## src/hdl/soh_pkg.sv

```systemverilog
`timescale 1ns / 1ps
// ----------------------------------------------------------------------------
// soh_pkg
// Shared types and defaults for the segment versus obstacle edge hit test.
// ----------------------------------------------------------------------------
package soh_pkg;

  localparam int COORD_BITS_DEFAULT  = 16;
  localparam int QUEUE_DEPTH_DEFAULT = 4;

  typedef struct packed {
    logic hit;
    logic skipped;
    logic last;
  } soh_result_t;

endpackage

```

## src/hdl/soh_queue.sv

```systemverilog
`timescale 1ns / 1ps
// ----------------------------------------------------------------------------
// soh_queue
// Small first-in first-out queue of per-edge verdicts between the classifier
// and the result stage.
// ----------------------------------------------------------------------------
module soh_queue import soh_pkg::*; #(
  parameter int DEPTH = QUEUE_DEPTH_DEFAULT
) (
  input  logic        clk,
  input  logic        rst_n,
  input  logic        push_valid,
  output logic        push_ready,
  input  soh_result_t push_data,
  output logic        pop_valid,
  input  logic        pop_ready,
  output soh_result_t pop_data
);

  localparam int AW = (DEPTH > 1) ? $clog2(DEPTH) : 1;
  localparam int CW = $clog2(DEPTH + 1);

  soh_result_t   mem_r [DEPTH];
  logic [AW-1:0] wr_ptr_r, rd_ptr_r, wr_ptr_nxt, rd_ptr_nxt;
  logic [CW-1:0] count_r, count_nxt;
  logic          do_push, do_pop;

  assign push_ready = (count_r != CW'(DEPTH));
  assign pop_valid  = (count_r != '0);
  assign pop_data   = mem_r[rd_ptr_r];
  assign do_push    = push_valid && push_ready;
  assign do_pop     = pop_valid && pop_ready;

  always_comb begin
    wr_ptr_nxt = wr_ptr_r;
    rd_ptr_nxt = rd_ptr_r;
    count_nxt  = count_r;
    if (do_push) begin
      wr_ptr_nxt = (wr_ptr_r == AW'(DEPTH - 1)) ? '0 : wr_ptr_r + AW'(1);
    end
    if (do_pop) begin
      rd_ptr_nxt = (rd_ptr_r == AW'(DEPTH - 1)) ? '0 : rd_ptr_r + AW'(1);
    end
    if (do_push && !do_pop) begin
      count_nxt = count_r + CW'(1);
    end else if (do_pop && !do_push) begin
      count_nxt = count_r - CW'(1);
    end
  end

  always_ff @(posedge clk) begin
    if (!rst_n) begin
      wr_ptr_r <= '0;
      rd_ptr_r <= '0;
      count_r  <= '0;
    end else begin
      wr_ptr_r <= wr_ptr_nxt;
      rd_ptr_r <= rd_ptr_nxt;
      count_r  <= count_nxt;
    end
  end

  always_ff @(posedge clk) begin
    if (do_push) mem_r[wr_ptr_r] <= push_data;
  end

endmodule

```

## config.mk

```make
export PLATFORM = sky130hd
export DESIGN_NAME = soh_queue
export DESIGN_NICKNAME = d
export VERILOG_FILES = /design/src/hdl/soh_pkg.sv /design/src/hdl/soh_queue.sv
export SDC_FILE = /design/constraint.sdc
export NUM_CORES = 1
export LEC_CHECK = 0
export ABC_AREA = 1
export BUFFER_PORTS_ARGS = -buffer_cell sky130_fd_sc_hd__buf_2
export CELL_PAD_IN_SITES_DETAIL_PLACEMENT = 2
export CELL_PAD_IN_SITES_GLOBAL_PLACEMENT = 2
export CORE_ASPECT_RATIO = 0.6
export CORE_UTILIZATION = 27
export CTS_BUF_LIST = sky130_fd_sc_hd__clkbuf_4
export CTS_CLUSTER_SIZE = 10
export DETAILED_ROUTE_END_ITERATION = 16
export GPL_ROUTABILITY_DRIVEN = 1
export PLACE_DENSITY_LB_ADDON = 0.1
export SLEW_MARGIN = 20
export SYNTH_ARGS = -nofsm -noshare
export SYNTH_HDL_FRONTEND = slang
export SYNTH_SLANG_ARGS = --single-unit
```

## constraint.sdc

```tcl
create_clock -name clk -period 3.8 [get_ports clk]
set_input_delay 0.76 -clock clk [delete_from_list [all_inputs] [get_ports clk]]
set_output_delay 0.76 -clock clk [all_outputs]
set_load 0.03 [all_outputs]
```

; ---- Yosys cells after proc, flatten, opt, wreduce, memory -nomap -nowiden
; Memories as Yosys holds them, arrays and structs flattened. A register that Yosys moved wholly into a read port is not among the register bits.
; Cells that the tools add are included.
[totals]
memories = 1
ramBits = 12
elab_cells = 27
out_inout_bits = 5
regBits = 7
inputBits = 7
[mem_list]
columns = name, depth, width, read_ports, rd_clocked_by_memory_dff, wr, line_no
row1 = mem_r, 4, 3, 1, 1, 1, soh_queue.sv:23  ; soh_result_t mem_r [DEPTH];
[classes]
n_eq_ne = 3
n_reduce_logical = 8
n_mux = 8
add_sub_neg = 4
[ops]
columns = operator, n
row1 = two-way mux 2 bit, 4
row2 = two-way mux 3 bit, 2
row3 = adder 2 x 1 -> 2 bit (second input constant), 2
row4 = equality test 2 bit (second input constant), 2
row5 = logical AND 1 bit, 4
row6 = adder 3 x 1 -> 3 bit (second input constant), 1
row7 = inequality test 3 bit (second input constant), 1
row8 = nonzero test 3 bit, 1
row9 = subtractor 3 x 1 -> 3 bit (second input constant), 1
row10 = logical NOT 1 bit, 2
row11 = two-way mux 1 bit, 2
row12 = nonzero test 2 bit, 1

; ---- Logic depth before layout (Yosys ltp)
; Gate-level depths: netlist of the first run.
[logic_depth]
depth_word = 6
ltp_mapped = 13
depth_no_buf = 13

; ---- Worst setup path before layout of the first run
; OpenSTA, ideal clock, no wires.
[synth_timing]
path_type = input to register
startpoint = in push_valid
endpoint = reg count_r[1]
arrival_ps = 1743
t_required_ps = 3684
cell_stages = 7
setup_slack_ps = 1941
setup_ps = 116
n_path_buf = 0
path_cell_list = nand2_4 inv_1 ha_1 inv_1 fa_1 o21ai_0 nor2_1
[synth_between]
elab_cells_between_ends = 6
cone_classes = 1 x mux / 5 x reduce/logical
[synth_lines]
columns = element, line_no
row1 = from (decl), soh_queue.sv:12  ; input logic push_valid,
row2 = logical AND 1 bit, soh_queue.sv:31  ; assign do_push = push_valid && push_ready;
row3 = named net do_push, soh_queue.sv:26  ; logic do_push, do_pop;
row4 = logical AND 1 bit, soh_queue.sv:44  ; if (do_push && !do_pop) begin
row5 = two-way mux 3 bit, soh_queue.sv:44
row6 = named net count_nxt[1], soh_queue.sv:25  ; logic [CW-1:0] count_r, count_nxt;
row7 = to (signal assigned), soh_queue.sv:59  ; count_r <= count_nxt;
row8 = to (decl), soh_queue.sv:25
; The timed path passes the listed nets, and every way through them passes these cells.
; A chain may end at the register's enable or synchronous reset.

==> results.toml, run 1 <==
[outcome]
run_status = "finished clean"

[drt]
drtAntennaViolNets = 0
wl_per_cell_um = 13.1
remaining_drc_errors = 0
drt-total-wl_um = 2080
drtIter0Drc = 19
viasPerCell = 4.20
vias = 668
dr.pass1.iters = 3

[floorplan]
die_y_um = 48.2
rows = 16
ios = 12
initial_utilization = 0.289
die_w_um = 79.0
dieArea_sq_um = 3800
core_area_sq_um = 3320

[cts]
numClockSinks = 21
clk-insertion-delay-late_ps = 300
htreeDepth = 1
ctsHoldBuffers = 0
cts_buffers = 3
clk_pin_slew_ps = 100
cts_buffer_depth = 2
cts_root_buffer = "clkbuf_4"
cts_tree = "built"
cts_resized = 0
cts_setup_buffers = 0

[layout]
mostFrequentLayoutCells = "nor2_1 (18), inv_1 (16), edfxtp_1 (12)"
fillCellCount = 392
fin_util = 0.331
antennaDiodeCount = 0
drive_gt1_frac = 0.228
mostFrequentLayoutCell = "nor2_1"
fin_nets = 129
stdcell_area_sq_um = 1100
area_growth_syn_to_layout_pct = 14.7

[critical_path]
cp.required_ps = 3040
cp_slowest_cell = "dfxtp_1"
arrival_ps = 1250
cp_cell_sequence = "o21ai_0 > o22ai_1 > buf_2"
cp-end-kind = "primary output"
slowest_delay_ps = 450
critPathMaxFanout = 7
start_kind = "register"
path_class = "register to primary output"

[sta]
setup-violations-final = 0
relSlewSlack = 0.784
rsz0062_at_grt = "false"
clock_skew_ps = 9.53
slew_violations = 0
min_period_ps = 2010
fin_crit_sh = 0.529
tightestPinTransition_ps = 323
fmax_ghz = 0.498
tns_ps = 0
hold_viol = 0

[logic_synthesis]
yosysSeqAreaShare = 0.563
yosysWarnings = 0
synth_area_sq_um = 960
ys_types = 18
yosys_register_bits = 21
netlist_instances = 99
syn-num-nets = 113
avgSynthCellArea_sq_um = 9.69

[pwr]
p_leak_nw = 0.469
max-vdd-ir-drop_v = 0.000248
power.density_nw_per_um2 = 710
power_w = 0.000782

[global_routing]
grt_overflow = 0
track_usage = 0.123
grt_max_degree = 12
grt_antenna_before_repair = 0
grt_pass1_wl_um = 3250
first_global_vias = 624

[placement]
gp_congestion = 0.684
hpwlAfterDp_um = 1700
io_buffer_count = 11
place_area_sq_um = 1070

[run]
drv_cap = 0

[worst_hold_path]
hold_class = "register to register"
state kept, by name, summed over array words and instances, names as in the netlist, named ones only:
| signal | count |
|---|---|
| mem_r | 12 |
| rd_ptr_r | 2 |
| wr_ptr_r | 2 |
| count_r | 3 |
report_power, final:
group	switching, W	internal [W]	total (W)
combinational	0.000228	0.000110	0.000338
sequential	0.0000418	0.000290	0.000332
clock	0.0000638	0.0000480	0.000112
routing by layer:
layer,vias to the layer above,GRT usage,wire (um)
li1,346,-,-
met1,316,0.173,1180
met2,4,0.174,839
met3,2,0.0449,47
met4,0,0.0436,18
met5,-,0,0
stage by stage:
stage | cells | setup slack (ps) | hold slack [ps]
floorplan | 99 | 1940 | 491
global placement | 155 | 1730 | 514
detailed placement | 155 | 1650 | 530
CTS | 159 | 1760 | 549
global route | 159 | 1670 | 588
finish | 159 | 1790 | 549
critical path, delay by kind of cell (launching register included):
| family | cells | cell delay, ps |
|---|---|---|
| flops | 1 | 450 |
| compound gates | 2 | 290 |
| buf+inv | 1 | 210 |
path summary, 6_finish.rpt:
| path | from | to | slack [ps] | depth (start not counted) |
|---|---|---|---|---|
| worst min-delay path | count_r[0] | count_r[0] | 550 | 2 |
| worst max-delay path | register | pop_data[0] | 1790 | 3 |
| worst min register to register | count_r[0] | count_r[0] | 550 | 2 |
| worst max register to register | count_r[1] | count_r[1] | 1910 | 9 |
cell families (layout without fill, tap and decap cells):
| family | count (synthesis) | after routing | share of synthesized area |
|---|---|---|---|
| AO/OA/AOI/OAI | 13 | 13 | 0.0717 |
| adder cells (fa/ha/maj) | 7 | 7 | 0.0991 |
| buffers and inverters | 17 | 32 | 0.0665 |
| flip-flops | 21 | 21 | 0.563 |
| AND/OR/NAND/NOR | 41 | 41 | 0.199 |
synthesized netlist by cell type:
library cell,n,area [sq um]
nand2_1,10,37.5
nand2_2,4,25.0
inv_2,1,3.75
nand2_4,1,11.3
nand4_1,1,6.26
dfxtp_1,9,180
nor2_1,18,67.6
o21ai_1,3,15.0
edfxtp_1,12,360
nand3b_1,1,7.51
nand3_1,1,5.00
ha_1,6,75.1
o22ai_1,3,18.8
a21oi_1,2,10.0
fa_1,1,20.0
nor2_2,5,31.3
inv_1,16,60.1
o21ai_0,5,25.0
area by class of cell:
cell class,instances,area (sq um),share of cell area
Timing Repair Buffer,11,55.1,0.0500
Multi-Input combinational cell,61,355,0.323
Clock buffer,4,30.0,0.0273
Sequential cell,21,541,0.491
Tap cell,45,56.3,0.0511
Inverter,17,63.8,0.0580
Note: power is estimated with default switching activity, not from simulation.
==> inputs of run 2 (changes only) <==
clock period = 1.8 ns   (was 3.8 ns; I/O delays follow)
==> run 2 against run 1 <==
  * Clock power is 110% higher
  * Die area unchanged
  * Clock-buffer cell count fell by 1
  * Total power rose by 130%
  * Non-clock buffer count rose by 3
  * Final cell count rose by 1.9%
==> results.toml, run 2 (same netlist as run 1, synthesis figures left out) <==
[worst_hold_path]
hold_class = "input pin to register"
hp-start = "push_data[1]"
whs_path_depth = 1
min_to = "mem_r[3][1]"

[cts]
cts_buffer_depth = 2
clk-insertion-delay-late_ps = 310
cts_buffers = 3
numClockSinks = 21
clk_pin_slew_ps = 130
cts_root_buffer = "clkbuf_4"
htreeDepth = 1
ctsHoldBuffers = 0
cts_tree = "built"

[global_routing]
grt_overflow = 0
track_usage = 0.141
grt_max_degree = 13
grt_antenna_before_repair = 0
first_global_vias = 718
grt_pass1_wl_um = 3600

[layout]
fin_nets = 132
antennaDiodeCount = 0
top_register = "mem_r"
drive_gt1_frac = 0.308
mostFrequentLayoutCells = "nor2_1 (18), inv_1 (15), edfxtp_1 (12)"
area_growth_syn_to_layout_pct = 19.6
mostFrequentLayoutCell = "nor2_1"
largestRegisters = "mem_r: 12 flops, count_r: 3 flops"
largest_register_ffs = 12

[placement]
pre_cts_ws_ps = -43.8
gp_congestion = 0.720
io_buffer_count = 11
hpwlAfterDp_um = 1920

[floorplan]
rows = 16
ios = 12
dieArea_sq_um = 3800
die_y_um = 48.2
core_area_sq_um = 3320
initial_utilization = 0.289
die_w_um = 79.0

[drt]
drtAntennaViolNets = 0
remaining_drc_errors = 0
vias = 697
dr.pass1.iters = 4
viasPerCell = 4.30
drtIter0Drc = 38
wl_per_cell_um = 14.5
drt-total-wl_um = 2360

[pwr]
max-vdd-ir-drop_v = 0.000355
p_sw_w = 0.000793
combPwrFrac = 0.466
p_leak_nw = 0.489
clkPwrFrac = 0.132
power.density_nw_per_um2 = 1570
p_seq_frac = 0.401
power.internal_w = 0.00100
switching_share = 0.441

[sta]
rsz0062_at_grt = "false"
min_period_ps = 1690
hold_viol = 0
tightestPinTransition_ps = 398
finalWorstSetupSlack_ps = 105
fmax_ghz = 0.590
clock_skew_ps = 9.32
hold_ws_ps = 258
setup-violations-final = 0
relSlewSlack = 0.734
fin_crit_sh = 0.941
slew_violations = 0

[critical_path]
cp-end-kind = "register"
path_class = "register to register"
cp.required_ps = 2010
ff2ff_path_depth = 9
worstReg2RegEnd = "count_r[1]"
crit_start = "count_r[0]"
arrival_ps = 1910
r2r_setup_slack_ps = 110
worstReg2RegStart = "count_r[0]"
start_kind = "register"
critPathMaxFanout = 4

[run]
drv_cap = 0

[outcome]
run_status = "finished clean"
-- run 2: cell type report --
class | count | area [sq um]
Tap cell | 45 | 56.3
Clock buffer | 3 | 22.5
Sequential cell | 21 | 549
Timing Repair Buffer | 14 | 77.6
Fill cell | 388 | 2180
Inverter | 17 | 63.8
Clock inverter | 1 | 5.00
Multi-Input combinational cell | 61 | 373
-- run 2: per-layer routing --
layer  vias up  part of all wire  GRT usage
met1       335              0.47      0.158
met3         2             0.029     0.0449
met4         0            0.0068     0.0436
met2         8              0.49      0.269
li1        352                 -          -
met5         -                 0          0
-- run 2: worst max-delay path, cell delays in order (launching register included) --
cell and delay (ps):
dfxtp_4 380, nor2_4 150, nand2_4 90, nand2_4 60, inv_1 50, ha_2 190
inv_2 70, fa_2 430, o21ai_1 140, nor2_1 50
-- run 2: worst max path at each step --
stage                            end  slack [ps]  cells after the start
after CTS                 count_r[1]           7                      9
final                     count_r[1]         110                      9
after global routing      count_r[2]           6                     12
after floorplan           count_r[2]          40                     12
after global placement    count_r[1]          30                      9
after detailed placement  count_r[1]         -40                      9
-- run 2: metrics by stage --
stage	setup TNS [ps]	util	cell area [sq um]	total power (W)	instances
6_report	0	0.345	1150	0.00180	162
4_1_cts	0	0.339	1130	0.00178	161
3_5_place_dp	-43.8	0.328	1090	0.00151	157
2_1_floorplan	0	-	965	0.00125	99
3_3_place_gp	0	0.328	1090	0.00145	157
5_1_grt	0	0.345	1150	0.00196	162
-- run 2: power by group through the flow --
stage | Combinational (W) | Sequential, W | Clock [W]
global route | 0.000947 | 0.000738 | 0.000272
global placement | 0.000742 | 0.000711 | 0
CTS | 0.000811 | 0.000721 | 0.000250
detailed placement | 0.000794 | 0.000721 | 0
floorplan | 0.000557 | 0.000689 | 0
finish | 0.000839 | 0.000722 | 0.000238
-- run 2: what timing repair did --
item,4_1_cts,5_1_grt
setup buffers,0,1
setup endpoints to repair,2,4
pin swaps,0,2
gates resized for setup,3,8
