## src/hdl/soh_pkg.sv

```systemverilog
`timescale 1ns / 1ps
// ----------------------------------------------------------------------------
// soh_pkg
// Shared types and defaults for the segment versus obstacle edge hit test.
// ----------------------------------------------------------------------------
package soh_pkg;

  localparam int COORD_BITS_DEFAULT  = 16;
  localparam int QUEUE_DEPTH_DEFAULT = 4;

  typedef struct packed {
    logic hit;
    logic skipped;
    logic last;
  } soh_result_t;

endpackage

```

## src/hdl/soh_back.sv

```systemverilog
`timescale 1ns / 1ps
// ----------------------------------------------------------------------------
// soh_back
// Result stage: keeps the running hit OR of the current query and holds
// the output register.
// ----------------------------------------------------------------------------
module soh_back import soh_pkg::*; (
  input  logic        clk,
  input  logic        rst_n,
  input  logic        pop_valid,
  output logic        pop_ready,
  input  soh_result_t pop_data,
  output logic        out_valid,
  input  logic        out_ready,
  output logic        out_edge_hit,
  output logic        out_edge_skipped,
  output logic        out_any_hit,
  output logic        out_last_result
);

  logic out_valid_r, acc_r, acc_nxt, any_nxt;
  logic hit_r, skipped_r, any_r, last_r;
  logic load;

  assign pop_ready = !out_valid_r || out_ready;
  assign load      = pop_valid && pop_ready;
  assign any_nxt   = acc_r | pop_data.hit;
  assign acc_nxt   = pop_data.last ? 1'b0 : any_nxt;

  always_ff @(posedge clk) begin
    if (!rst_n) begin
      out_valid_r <= 1'b0;
      acc_r       <= 1'b0;
    end else begin
      if (pop_ready) out_valid_r <= pop_valid;
      if (load) acc_r <= acc_nxt;
    end
  end

  always_ff @(posedge clk) begin
    if (load) begin
      hit_r     <= pop_data.hit;
      skipped_r <= pop_data.skipped;
      any_r     <= any_nxt;
      last_r    <= pop_data.last;
    end
  end

  assign out_valid        = out_valid_r;
  assign out_edge_hit     = hit_r;
  assign out_edge_skipped = skipped_r;
  assign out_any_hit      = any_r;
  assign out_last_result  = last_r;

endmodule

```

## config.mk

```make
export PLATFORM = sky130hd
export DESIGN_NAME = soh_back
export DESIGN_NICKNAME = d
export VERILOG_FILES = /design/src/hdl/soh_pkg.sv /design/src/hdl/soh_back.sv
export SDC_FILE = /design/constraint.sdc
export NUM_CORES = 1
export LEC_CHECK = 0
export BUFFER_PORTS_ARGS = -buffer_cell sky130_fd_sc_hd__buf_4
export CAP_MARGIN = 10
export CORE_AREA = 2 2 39 41
export CTS_BUF_LIST = sky130_fd_sc_hd__clkbuf_2
export DETAILED_ROUTE_END_ITERATION = 10
export DIE_AREA = 0 0 41 43
export GPL_TIMING_DRIVEN = 1
export PLACE_DENSITY = 0.38
export SLEW_MARGIN = 25
export SYNTH_ARGS = -nofsm -noshare
export SYNTH_HDL_FRONTEND = slang
export SYNTH_SLANG_ARGS = --single-unit
export TNS_END_PERCENT = 30
```

## constraint.sdc

```tcl
create_clock -name clk -period 1.2 [get_ports clk]
set_input_delay 0 -clock clk [delete_from_list [all_inputs] [get_ports clk]]
set_output_delay 0 -clock clk [all_outputs]
set_load 0.1 [all_outputs]
```

---- Yosys cells after proc, flatten, opt, wreduce, memory -nomap -nowiden ----
Cells that the tools add are included.
storage, ports and cells
  latch bits .............................. 0
  flip-flop bits (word level) ............. 6
  output and inout bits ................... 6
  logic and storage cells ................. 11
  input port bits ......................... 7
  memory bits (writable) .................. 0
  ROM bits ................................ 0
  memories ................................ 0
cells by class
  mux-type cells .......................... 1
  bitwise gates (word level) .............. 1
  add/subtract/negate cells ............... 0
  order comparisons ....................... 0
  equality and inequality tests ........... 0
  shift-type cells ........................ 0
  reduce and logical (&&, ||, !) cells .... 3
  div/mod/pow operators ................... 0
  multipliers ............................. 0
operator list
  operator           count
  $logic_and 1x1->1  1
  $logic_not 1->1    1
  $logic_or 1x1->1   1
  $mux 1             1
  $or 1x1->1         1

---- Longest topological paths before layout ----
Gate-level depths: netlist of the first run.
  depth after elaboration ................. 3
  depth in mapped cells ................... 3
  depth with buffers taken out ............ 3

---- Worst setup path before layout of the first run ----
No wires, ideal clock.
  path type ............................... flip-flop to flip-flop
  start ................................... register out_valid_r, in the netlist out_valid
  end ..................................... register acc_r
  setup time .............................. 0.079 ns
  slack ................................... -0.727 ns
  arrival ................................. 1.847 ns
  stages on the path, launching flop included .. 4
  data required time ...................... 1.121 ns
  path buffers ............................ 0
  clock period less this slack ............ 1.927 ns
  cells stage by stage .................... dfxtp_1 > nand2b_4 > and2_4 > a211oi_2
on the way
  word-level cells in the longest chain between the ends .. 3
ends and longest elaborated chain
  what                    RTL line        source
  start, declared         soh_back.sv:21  logic out_valid_r, acc_r, acc_nxt, any_nxt;
  start signal, assigned  soh_back.sv:35  if (pop_ready) out_valid_r <= pop_valid;
  $logic_not 1->1         soh_back.sv:25  assign pop_ready = !out_valid_r || out_ready;
  $logic_or 1x1->1        soh_back.sv:25
  via pop_ready           soh_back.sv:11  output logic pop_ready,
  $logic_and 1x1->1       soh_back.sv:26  assign load = pop_valid && pop_ready;
  via load                soh_back.sv:23  logic load;
  end signal, assigned    soh_back.sv:36  if (load) acc_r <= acc_nxt;
  end, declared           soh_back.sv:21
The timed path passes the listed nets, and every way through them passes these cells.
A chain may end at the register's enable or synchronous reset.

---- Worst setup path after layout of the first run ----
  start ................................... input pop_data[2] (netlist bit)
  end ..................................... register any_r, in the netlist out_any_hit (data pin)
on the way
  word-level cells in the longest chain between the ends .. 1
ends and longest elaborated chain
  what                  RTL line        source
  start, declared       soh_back.sv:12  input soh_result_t pop_data,
  $or 1x1->1            soh_back.sv:27  assign any_nxt = acc_r | pop_data.hit;
  via any_nxt           soh_back.sv:21
  end signal, assigned  soh_back.sv:44  any_r <= any_nxt;
  end, declared         soh_back.sv:22  logic hit_r, skipped_r, any_r, last_r;
The timed path passes the listed nets, and every way through them passes these cells.

==> results of run 1 <==
-- per-stage QoR --
stage / hold WS (ps) / instance area [sq um] / setup TNS, ps / total power, mW / utilization
2_1_floorplan: 92.9 / 224 / -379 / 0.349 / -
3_3_place_gp: 184 / 334 / 0 / 0.387 / 0.241
5_1_grt: 31.9 / 384 / 0 / 0.579 / 0.278
6_report: 39.1 / 384 / 0 / 0.549 / 0.278
4_1_cts: 23.6 / 384 / 0 / 0.561 / 0.278
3_5_place_dp: 186 / 334 / 0 / 0.387 / 0.241
-- power groups by stage --
stage	logic [mW]	clock network, mW	registers [mW]
after floorplan	0.0306	0	0.318
after global placement	0.143	0	0.244
after detailed placement	0.143	0	0.244
after CTS	0.151	0.171	0.240
after global routing	0.156	0.182	0.241
final	0.150	0.160	0.239
-- tightest hold or removal path, cell delays in order --
cell and delay, ps:
buf_4 120, inv_1 50, a21oi_1 50
-- state kept, by name, indices dropped and copies added, names as in the netlist --
signal            count
out_valid             1
out_edge_skipped      1
acc_r                 1
out_edge_hit          1
out_any_hit           1
out_last_result       1
-- per-layer routing --
layer / GRT usage / wire length (um) / up-vias
met2: 0.0906 / 198 / 13
met4: 0.0400 / 0 / 0
met3: 0.0314 / 63 / 0
met1: 0.0590 / 171 / 74
li1: - / - / 86
met5: 0 / 0 / -
-- area by class of cell --
class / count / area [sq um]
fill: 147 / 1000
sequential: 6 / 164
timing repair buffer: 15 / 120
multi-input combinational: 6 / 52.6
clock buffer: 4 / 20.0
tap: 16 / 20.0
inverter: 2 / 7.51
-- cell usage in the layout, fill, tap and decap left out --
cell type and count:
edfxtp_1 4, nand2b_4 1, dfxtp_4 1, a211oi_2 1, a31oi_1 1, inv_1 2, dlygate4sd3_1 3, and2_4 1
dfxtp_1 1, clkbuf_2 4, buf_4 12, a21oi_1 1, or2_2 1
-- kinds of logic after synthesis --
group                  count (synthesis)  share of synthesized area
AO/OA/AOI/OAI                          3                      0.108
buffers and inverters                  2                     0.0341
flip-flops                             6                      0.727
AND/OR/NAND/NOR                        3                      0.131
-- final timing paths --
path | startpoint | endpoint | slack, ps | cells past startpoint
max | pop_data[2] | out_any_hit | 210 | 3
min | pop_valid | out_valid | 40 | 3
max reg2reg | out_valid | out_last_result | 310 | 2
min reg2reg | out_valid | out_valid | 530 | 2
==> summary.md, run 1 <==
| Metric | Value |
|---|---|
| Fin. max-slew vios | 0 |
| First-pass GRT wire length | ~660 um |
| Flop pwr share | 0.436 |
| Post-Syn Area per Cell | between 15 and 20 sq um |
| Largest stage delay on the critical path | between 500 and 600 ps |
| Count leader, synth | edfxtp_1 |
| Status | finished, final reports clean |
| Placed Cells | between 40 and 50 |
| Layout Cells excl Fill | between 40 and 50 |
| Final Skew | just under 8 ps |
| Power per cell area | 1430 nW/um^2 |
| Die Ht | around 43 um |
| Syn_nets | 21 |
| Setup Fix Bufs, Post-CTS | 0 |
| P_sw | about 0.18 mW |
| Drc violations | 0 |
| Core area | roughly 1400 sq um |
| Number of global-route vias before repair | slightly below 200 |
| # port buffers | 12 |
| Final hold violations | 0 |
| Final nets | 41 |
| Worst EP required | 1160 ps |
| Synth cell types | 9 |
| CTS tree | built |
| CP max stage cell | dlygate4sd3_1 |
| ANT nets after route | 0 |
| Slew HR | 0.815 |
| Post-synthesis sequential area ratio | 0.727 |
| Cell count after synthesis | 14 |
| Total die area | approximately 1800 sq um |
| Via count | approximately 170 |
| Crit. End Element | flip-flop |
| Diode count | 0 |
| Htree depth | 1 |
| Area growth syn-to-layout | 74.4% |
| Routed length per instance | 8.86 um |
| Clk buf depth | 2 |
| Worst Max-Slew Pin Slew | between 200 and 300 ps |
| Clock Latency Late Sink | ~220 ps |
| # clock sinks | 6 |
| Final setup viols | 0 |
| Final Critical Period | approximately 990 ps |
| P_leak | between 0.15 and 0.2 nW |
| Overflow left after global routing | 0 |
| Routed wire length | roughly 430 um |
| Crit path kind | in -> reg |
| Synth warn | 0 |
| Synth cell count leaders | edfxtp_1 (4), dfxtp_1 (2), inv_1 (2) |
| Area fraction of the dominant cell type after synthesis | 0.545 |
| Worst-path cell chain | dlygate4sd3_1 > buf_4 > or2_2 |
| Int Pwr | 0.367 mW |
| Initial Utilization | 0.159 |
| Ys flop type | edfxtp_1 |
| Hold Path Class | in -> reg |
| Synth top area cells | edfxtp_1 (55%), dfxtp_1 (18%), nand2b_4 (6.3%) |
| Crit-path leading delay family | buffers and inverters |
| EDFF count, synth | 4 |
| Combinational Power Share | 0.273 |
| Clock share of power | 0.291 |
| Clock transition at path regs | approximately 70 ps |
| Fmax | between 1 and 1.5 GHz |
| Root buffer cell | clkbuf_2 |
| GPL Wtd Cong | about 0.62 |
| IO Count | 13 |
| Seq cells post-synth | 6 |
| Die width | slightly above 40 um |
| Tcrit/Tclk final | 0.825 |
| Maximum number of pins on one net before global-route repair | 6 |
| Initial antenna violation count | 0 |
| Sw Share | 0.333 |
| # Max-Cap Violations | 0 |
| Worst-path maximum fanout | 3 |
| Worst path bufs/invs | 2 |
| DP HPWL | 317 um |
| Place WS | between 300 and 400 ps |
| Detailed Route Iter0 Violations | 2 |
| Length of the first detailed-routing pass in iterations | 2 |
| CTS Buf Count | 3 |
| Worst IR Drop VDD | ~420 uV |
| Final setup margin | between 200 and 250 ps |
| Async set-reset flop share out of synthesis | 0 |
| Rows | 14 |
| Vias per Instance | 3.53 |
| Share of cells above drive strength 1 | 0.636 |
| Tot GR Track Use | 0.0596 |
| Crit start category | primary input |
| Leading area contributor after synthesis | edfxtp_1 |
| RSZ-0062 raised after global routing | no |
| Syn Std Cell Area | 220 sq um |
| Post-CTS Resized | 0 |
| Number of hold buffers added after CTS | 3 |
| Worst EP arrival | about 950 ps |
(Power assumes the default switching activity.)
==> run 2, diff against run 1 <==
Settings changed: PLACE_DENSITY 0.38 to 0.39.
Clock period 1.2 ns to 0.8 ns, I/O delays scaled along.
==> run 2 against run 1 <==
Net effect: the flow now finishes with violations (setup timing); total power rose by 58%; sequential cell count did not move; clock skew rose by 4.8 ps; sequential power rose by 51%; clock-buffer cell count did not move; critical path type is now reg -> out; largest cell class is now non-clock buffers; highest routed layer unchanged.
==> summary.md, run 2 (same netlist as run 1, synthesis figures left out) <==
| Metric | Value |
|---|---|
| Worst EP arrival | 910 ps (-40 ps) |
| Clock transition at path regs | 70 ps (about the same) |
| Met3 usage | 0.0419 (+0.0105) |
| Hold Path Class | in -> reg |
| Placed Cells | 44 (+4.8%) |
| CTS Buf Count | 3 (unchanged) |
| Fill count | 143 (-2.7%) |
| Reg2Reg Depth | 2 (unchanged) |
| Routed wire length | 459 um (+5.8%) |
| Fin. max-slew vios | 0 (unchanged) |
| Vias per Instance | 3.60 (+1.9%) |
| Detailed Route Iter0 Violations | 1 (-1) |
| # clock sinks | 6 (unchanged) |
| Multi-input gate area | 67.6 sq um (+29%) |
| GPL Wtd Cong | 0.577 (-6.5%) |
| Maximum number of pins on one net before global-route repair | 6 (unchanged) |
| Share of cells above drive strength 1 | 0.694 (+0.0581) |
| CTS tree | built |
| # Max-Cap Violations | 0 (unchanged) |
| Fmax | between 1 and 1.5 GHz |
| Die width | 41 um (unchanged) |
| Power per cell area | 1910 nW/um^2 (+34%) |
| Reg-to-Reg Start | out_valid |
| RR Endpoint | out_edge_hit |
| Hold Crit Start | pop_valid |
| Root buffer cell | clkbuf_2 |
| Drc violations | 0 (unchanged) |
| Commonest non-fill, non-tap cell in the layout | buf_4 |
| GRT met2 Usage | 0.0781 (-0.0125) |
| P_leak | 0.202 nW (+17%) |
| Setup TNS | -596 ps (-596 ps) |
| Worst Max-Slew Pin Slew | 287 ps (+7.26 ps) |
| Worst hold stages | 3 (unchanged) |
| Worst EP required | 800 ps (-360 ps) |
| Worst Hold Path EP | out_valid |
| Diode count | 0 (unchanged) |
| Tcrit/Tclk final | 1.14 |
| Routed length per instance | 8.83 um (-0.34%) |
| ANT nets after route | 0 (unchanged) |
| Final nets | 44 (+7.3%) |
| # port buffers | 12 (unchanged) |
| Final Skew | 12.7 ps (+4.78 ps) |
| FF/Latch Area | 164 sq um (unchanged) |
| Core area | 1380 sq um (unchanged) |
| Crit. End Element | output port |
| Global Route met1 Usage | 0.0858 (+0.0268) |
| Total die area | 1760 sq um (unchanged) |
| Htree depth | 1 (unchanged) |
| Clock Latency Late Sink | 220 ps (about the same) |
| Place WS | -61.3 ps (-383 ps) |
| Failing checks | setup timing |
| Tot GR Track Use | 0.0688 (+0.00923) |
| Reg2Reg Setup Slack | -90 ps (-400 ps) |
| Final setup margin | -109 ps (-320 ps) |
| RSZ-0062 raised after global routing | yes |
| Most frequent cells in the layout | buf_4 (9), buf_6 (5), clkbuf_2 (4), edfxtp_1 (4), dlygate4sd3_1 (3) |
| IO Count | 13 (unchanged) |
| Number of global-route vias before repair | 186 (-4.1%) |
| Initial antenna violation count | 0 (unchanged) |
| Rows | 14 (unchanged) |
| Final hold violations | 0 (unchanged) |
| Area growth syn-to-layout | 106% |
| Final setup viols | 8 (+8) |
| Worst IR Drop VDD | 688 uV (+63%) |
| Die Ht | 43 um (unchanged) |
| Layout Cells excl Fill | 52 (+6.1%) |
| DP Area | 349 sq um (+4.5%) |
| Overflow left after global routing | 0 (unchanged) |
| Final Critical Period | between 900 and 1000 ps |
| Status | finished with violations |
| First-pass GRT wire length | 745 um (+13%) |
| Length of the first detailed-routing pass in iterations | 4 (+2) |
| Initial Utilization | 0.159 (unchanged) |
| Clk buf depth | 2 (unchanged) |
| Slew HR | 0.811 (-0.00480) |
| Final instance area | 453 sq um (+18%) |
| Worst-path maximum fanout | 3 (unchanged) |
| Via count | 187 (+8.1%) |
| Grt peak-use layer | met1 |
| Crit start category | flip-flop |
| Crit path kind | reg -> out |
## run 2: cell count changes in the layout (fill, tap and decap cells not counted)
cell,before,now
a31oi_1,1,0
a31oi_4,0,1
buf_12,0,1
buf_4,12,9
buf_6,0,5
## run 2: cell type report
| type | count | share of cell area |
|---|---|---|
| Timing Repair Buffer | 18 | 0.384 |
| Clock buffer | 4 | 0.0442 |
| Multi-Input combinational cell | 6 | 0.149 |
| Sequential cell | 6 | 0.362 |
| Tap cell | 16 | 0.0442 |
| Inverter | 2 | 0.0166 |
## run 2: what timing repair did
item                                    4_1_cts  5_1_grt
pin swaps                                     2        0
resized for setup                             9        0
endpoints found under the hold margin         4        0
hold buffers                                  3        0
gates cloned                                  0        0
setup buffers                                 1        0
endpoints found under the setup margin       12       12
## run 2: where the power goes
group	switching [mW]	total [mW]	internal [mW]
clock network	0.110	0.243	0.133
registers	0.00919	0.361	0.351
logic	0.169	0.264	0.0950
## run 2: through the flow
step	hold WS, ps	power [mW]	util
6_report	36.1	0.867	0.327
5_1_grt	33.2	0.915	0.327
4_1_cts	18.7	0.889	0.327
3_5_place_dp	179	0.588	0.252
3_3_place_gp	185	0.588	0.252
2_1_floorplan	92.9	0.523	-
## run 2: critical path: stages, from the launching register on
cell,delay [ps]
dfxtp_4,360
nand2b_4,60
buf_6,120
buf_12,150
## run 2: worst max path at each step
stage                   start            to  slack, ps  cells past startpoint
detailed placement  out_valid  out_edge_hit        -60                      2
finish              out_valid     pop_ready       -110                      3
floorplan           out_valid   out_any_hit       -480                      2
global route        out_valid     pop_ready       -160                      3
CTS                 out_valid     pop_ready       -130                      3
global placement    out_valid   out_any_hit        -60                      2
## run 2: routing by layer
layer	wire length [um]	vias up
li1	-	94
met1	174	80
met2	207	13
met3	77	0
met4	0	0
met5	0	-
==> run 3, diff against run 2 <==
Settings changed: BUFFER_PORTS_ARGS -buffer_cell sky130_fd_sc_hd__buf_4 to -buffer_cell sky130_fd_sc_hd__buf_2, CAP_MARGIN 10 to 20.
==> run 3 against run 2 <==
Net effect: the run still ends with setup timing left; first-iteration DRC count decreased by 100%; critical path depth unchanged; clock-buffer cell count unchanged; non-clock buffer count unchanged; final cell count unchanged; global-route usage decreased by 0.90 points; setup slack improved by 3.1 ps; critical path type unchanged.
==> summary.md, run 3 (same netlist as run 1, synthesis figures left out) <==
| Metric | Value |
|---|---|
| Status | finished with violations |
| Failing checks | setup timing |
| First-pass GRT wire length | 627 um (-16%) |
| Final Skew | 6.72 ps (-5.96 ps) |
| Clock transition at path regs | 60 ps (about the same) |
| Final Util | 0.340 (+0.0127) |
| Initial Utilization | 0.159 (unchanged) |
| IO Count | 13 (unchanged) |
| Slew HR | 0.891 (+0.0802) |
| Worst EP required | 800 ps (about the same) |
| Clock Latency Late Sink | 230 ps (about the same) |
| Worst EP arrival | 910 ps (about the same) |
| CTS tree | built |
| Crit path kind | reg -> out |
| ANT nets after route | 0 (unchanged) |
| Final setup margin | -106 ps (+3.12 ps) |
| Core area | 1380 sq um (unchanged) |
| Tot GR Track Use | 0.0598 (-0.00905) |
| Worst IR Drop VDD | 795 uV (+16%) |
| # port buffers | 12 (unchanged) |
| Root buffer cell | clkbuf_2 |
| # clock sinks | 6 (unchanged) |
| GPL Wtd Cong | 0.579 (+0.36%) |
| Detailed Route Iter0 Violations | 0 (-1) |
| Clk buf depth | 2 (unchanged) |
| CTS Buf Count | 3 (unchanged) |
| Crit. End Element | output port |
| Htree depth | 1 (unchanged) |
| Area growth syn-to-layout | 114% |
| Maximum number of pins on one net before global-route repair | 6 (unchanged) |
| Number of global-route vias before repair | 156 (-16%) |
| Initial antenna violation count | 0 (unchanged) |
| RR Endpoint | acc_r |
| Hold Path Class | in -> reg |
| Via count | 192 (+2.7%) |
| Diode count | 0 (unchanged) |
| Hold Crit Start | pop_valid |
| Crit start category | flip-flop |
| Die Ht | 43 um (unchanged) |
| Worst Hold Path EP | out_valid |
| Routed wire length | 435 um (-5.2%) |
| Place WS | -64.7 ps (-3.40 ps) |
| Final nets | 44 (unchanged) |
| Reg2Reg Setup Slack | -80 ps (about the same) |
| Worst Max-Slew Pin Slew | 163 ps (-123 ps) |
| Rows | 14 (unchanged) |
| Fin. max-slew vios | 0 (unchanged) |
| Worst-path maximum fanout | 3 (unchanged) |
| Setup TNS | -659 ps (-62.9 ps) |
| Share of cells above drive strength 1 | 0.667 (-0.0278) |
| Hold WS | 17.0 ps (-19.1 ps) |
| Final instance area | 470 sq um (+3.9%) |
| Worst hold stages | 3 (unchanged) |
| P_leak | 0.211 nW (+4.8%) |
| Most frequent cells in the layout | buf_2 (6), buf_12 (6), clkbuf_2 (4), edfxtp_1 (4), dlygate4sd3_1 (3) |
| Power per cell area | 1900 nW/um^2 (-0.73%) |
| Length of the first detailed-routing pass in iterations | 1 (-3) |
| Total die area | 1760 sq um (unchanged) |
| Final Critical Period | 906 ps (-3.12 ps) |
| Vias per Instance | 3.69 (+2.7%) |
| DP Area | 409 sq um (+17%) |
| Routed length per instance | 8.37 um (-5.2%) |
| RSZ-0062 raised after global routing | yes |
| Reg-to-Reg Start | out_valid |
| Final setup viols | 12 (+4) |
| Die width | 41 um (unchanged) |
| Final hold violations | 0 (unchanged) |
| Drc violations | 0 (unchanged) |
| Fmax | 1.10 GHz (+0.34%) |
| Tcrit/Tclk final | 1.13 (-0.00390) |
| Reg2Reg Depth | 4 (+2) |
| Overflow left after global routing | 0 (unchanged) |
| # Max-Cap Violations | 0 (unchanged) |
-- run 3: cell count changes in the layout (fill, tap and decap cells not counted) --
cell / before / now
buf_12: 1 / 6
buf_2: 0 / 6
buf_6: 5 / 1
buf_4: 9 / 2
a31oi_4: 1 / 0
a31oi_1: 0 / 1
-- run 3: through the flow --
| stage | cells | total power [mW] |
|---|---|---|
| 6_report | 52 | 0.894 |
| 5_1_grt | 52 | 0.941 |
| 3_3_place_gp | 44 | 0.634 |
| 2_1_floorplan | 14 | 0.523 |
| 4_1_cts | 51 | 0.900 |
| 3_5_place_dp | 44 | 0.635 |
-- run 3: power breakdown --
| group | switching, mW | leakage [nW] | total (mW) | internal (mW) |
|---|---|---|---|---|
| sequential | 0.0138 | 0.0557 | 0.366 | 0.352 |
| combinational | 0.164 | 0.139 | 0.276 | 0.112 |
| clock | 0.119 | 0.0166 | 0.252 | 0.133 |
| total | 0.297 | 0.211 | 0.894 | 0.597 |
-- run 3: worst max path at each step --
stage | slack [ps] | end | from
floorplan | -480 | out_any_hit | out_valid
global placement | -50 | out_edge_hit | out_valid
detailed placement | -60 | out_edge_hit | out_valid
CTS | -120 | pop_ready | out_valid
global route | -150 | pop_ready | out_valid
finish | -110 | pop_ready | out_valid
-- run 3: cell type report --
cell class / count / area, sq um
inverter: 2 / 7.51
tap: 16 / 20.0
sequential: 6 / 164
multi-input combinational: 6 / 52.6
timing repair buffer: 18 / 206
clock buffer: 4 / 20.0
fill: 139 / 913
-- run 3: repair_timing --
item                                   in CTS  in global routing
setup endpoints to repair                  12                 12
resized for setup                           1                  0
endpoints found under the hold margin       4                  0
hold buffers                                3                  0
pin swaps                                   0                  0
setup buffers                               0                  1
-- run 3: critical path, stage by stage (launching register included) --
cell and delay (ps):
dfxtp_4 350, nand2b_4 60, buf_6 120, buf_12 150
-- run 3: metal layers --
metal  vias up  global-route usage  wire (um)
met2        15              0.0750        185
met4         0              0.0200          0
li1         94                   -          -
met1        83              0.0596        174
met5         -                   0          0
met3         0              0.0733         75
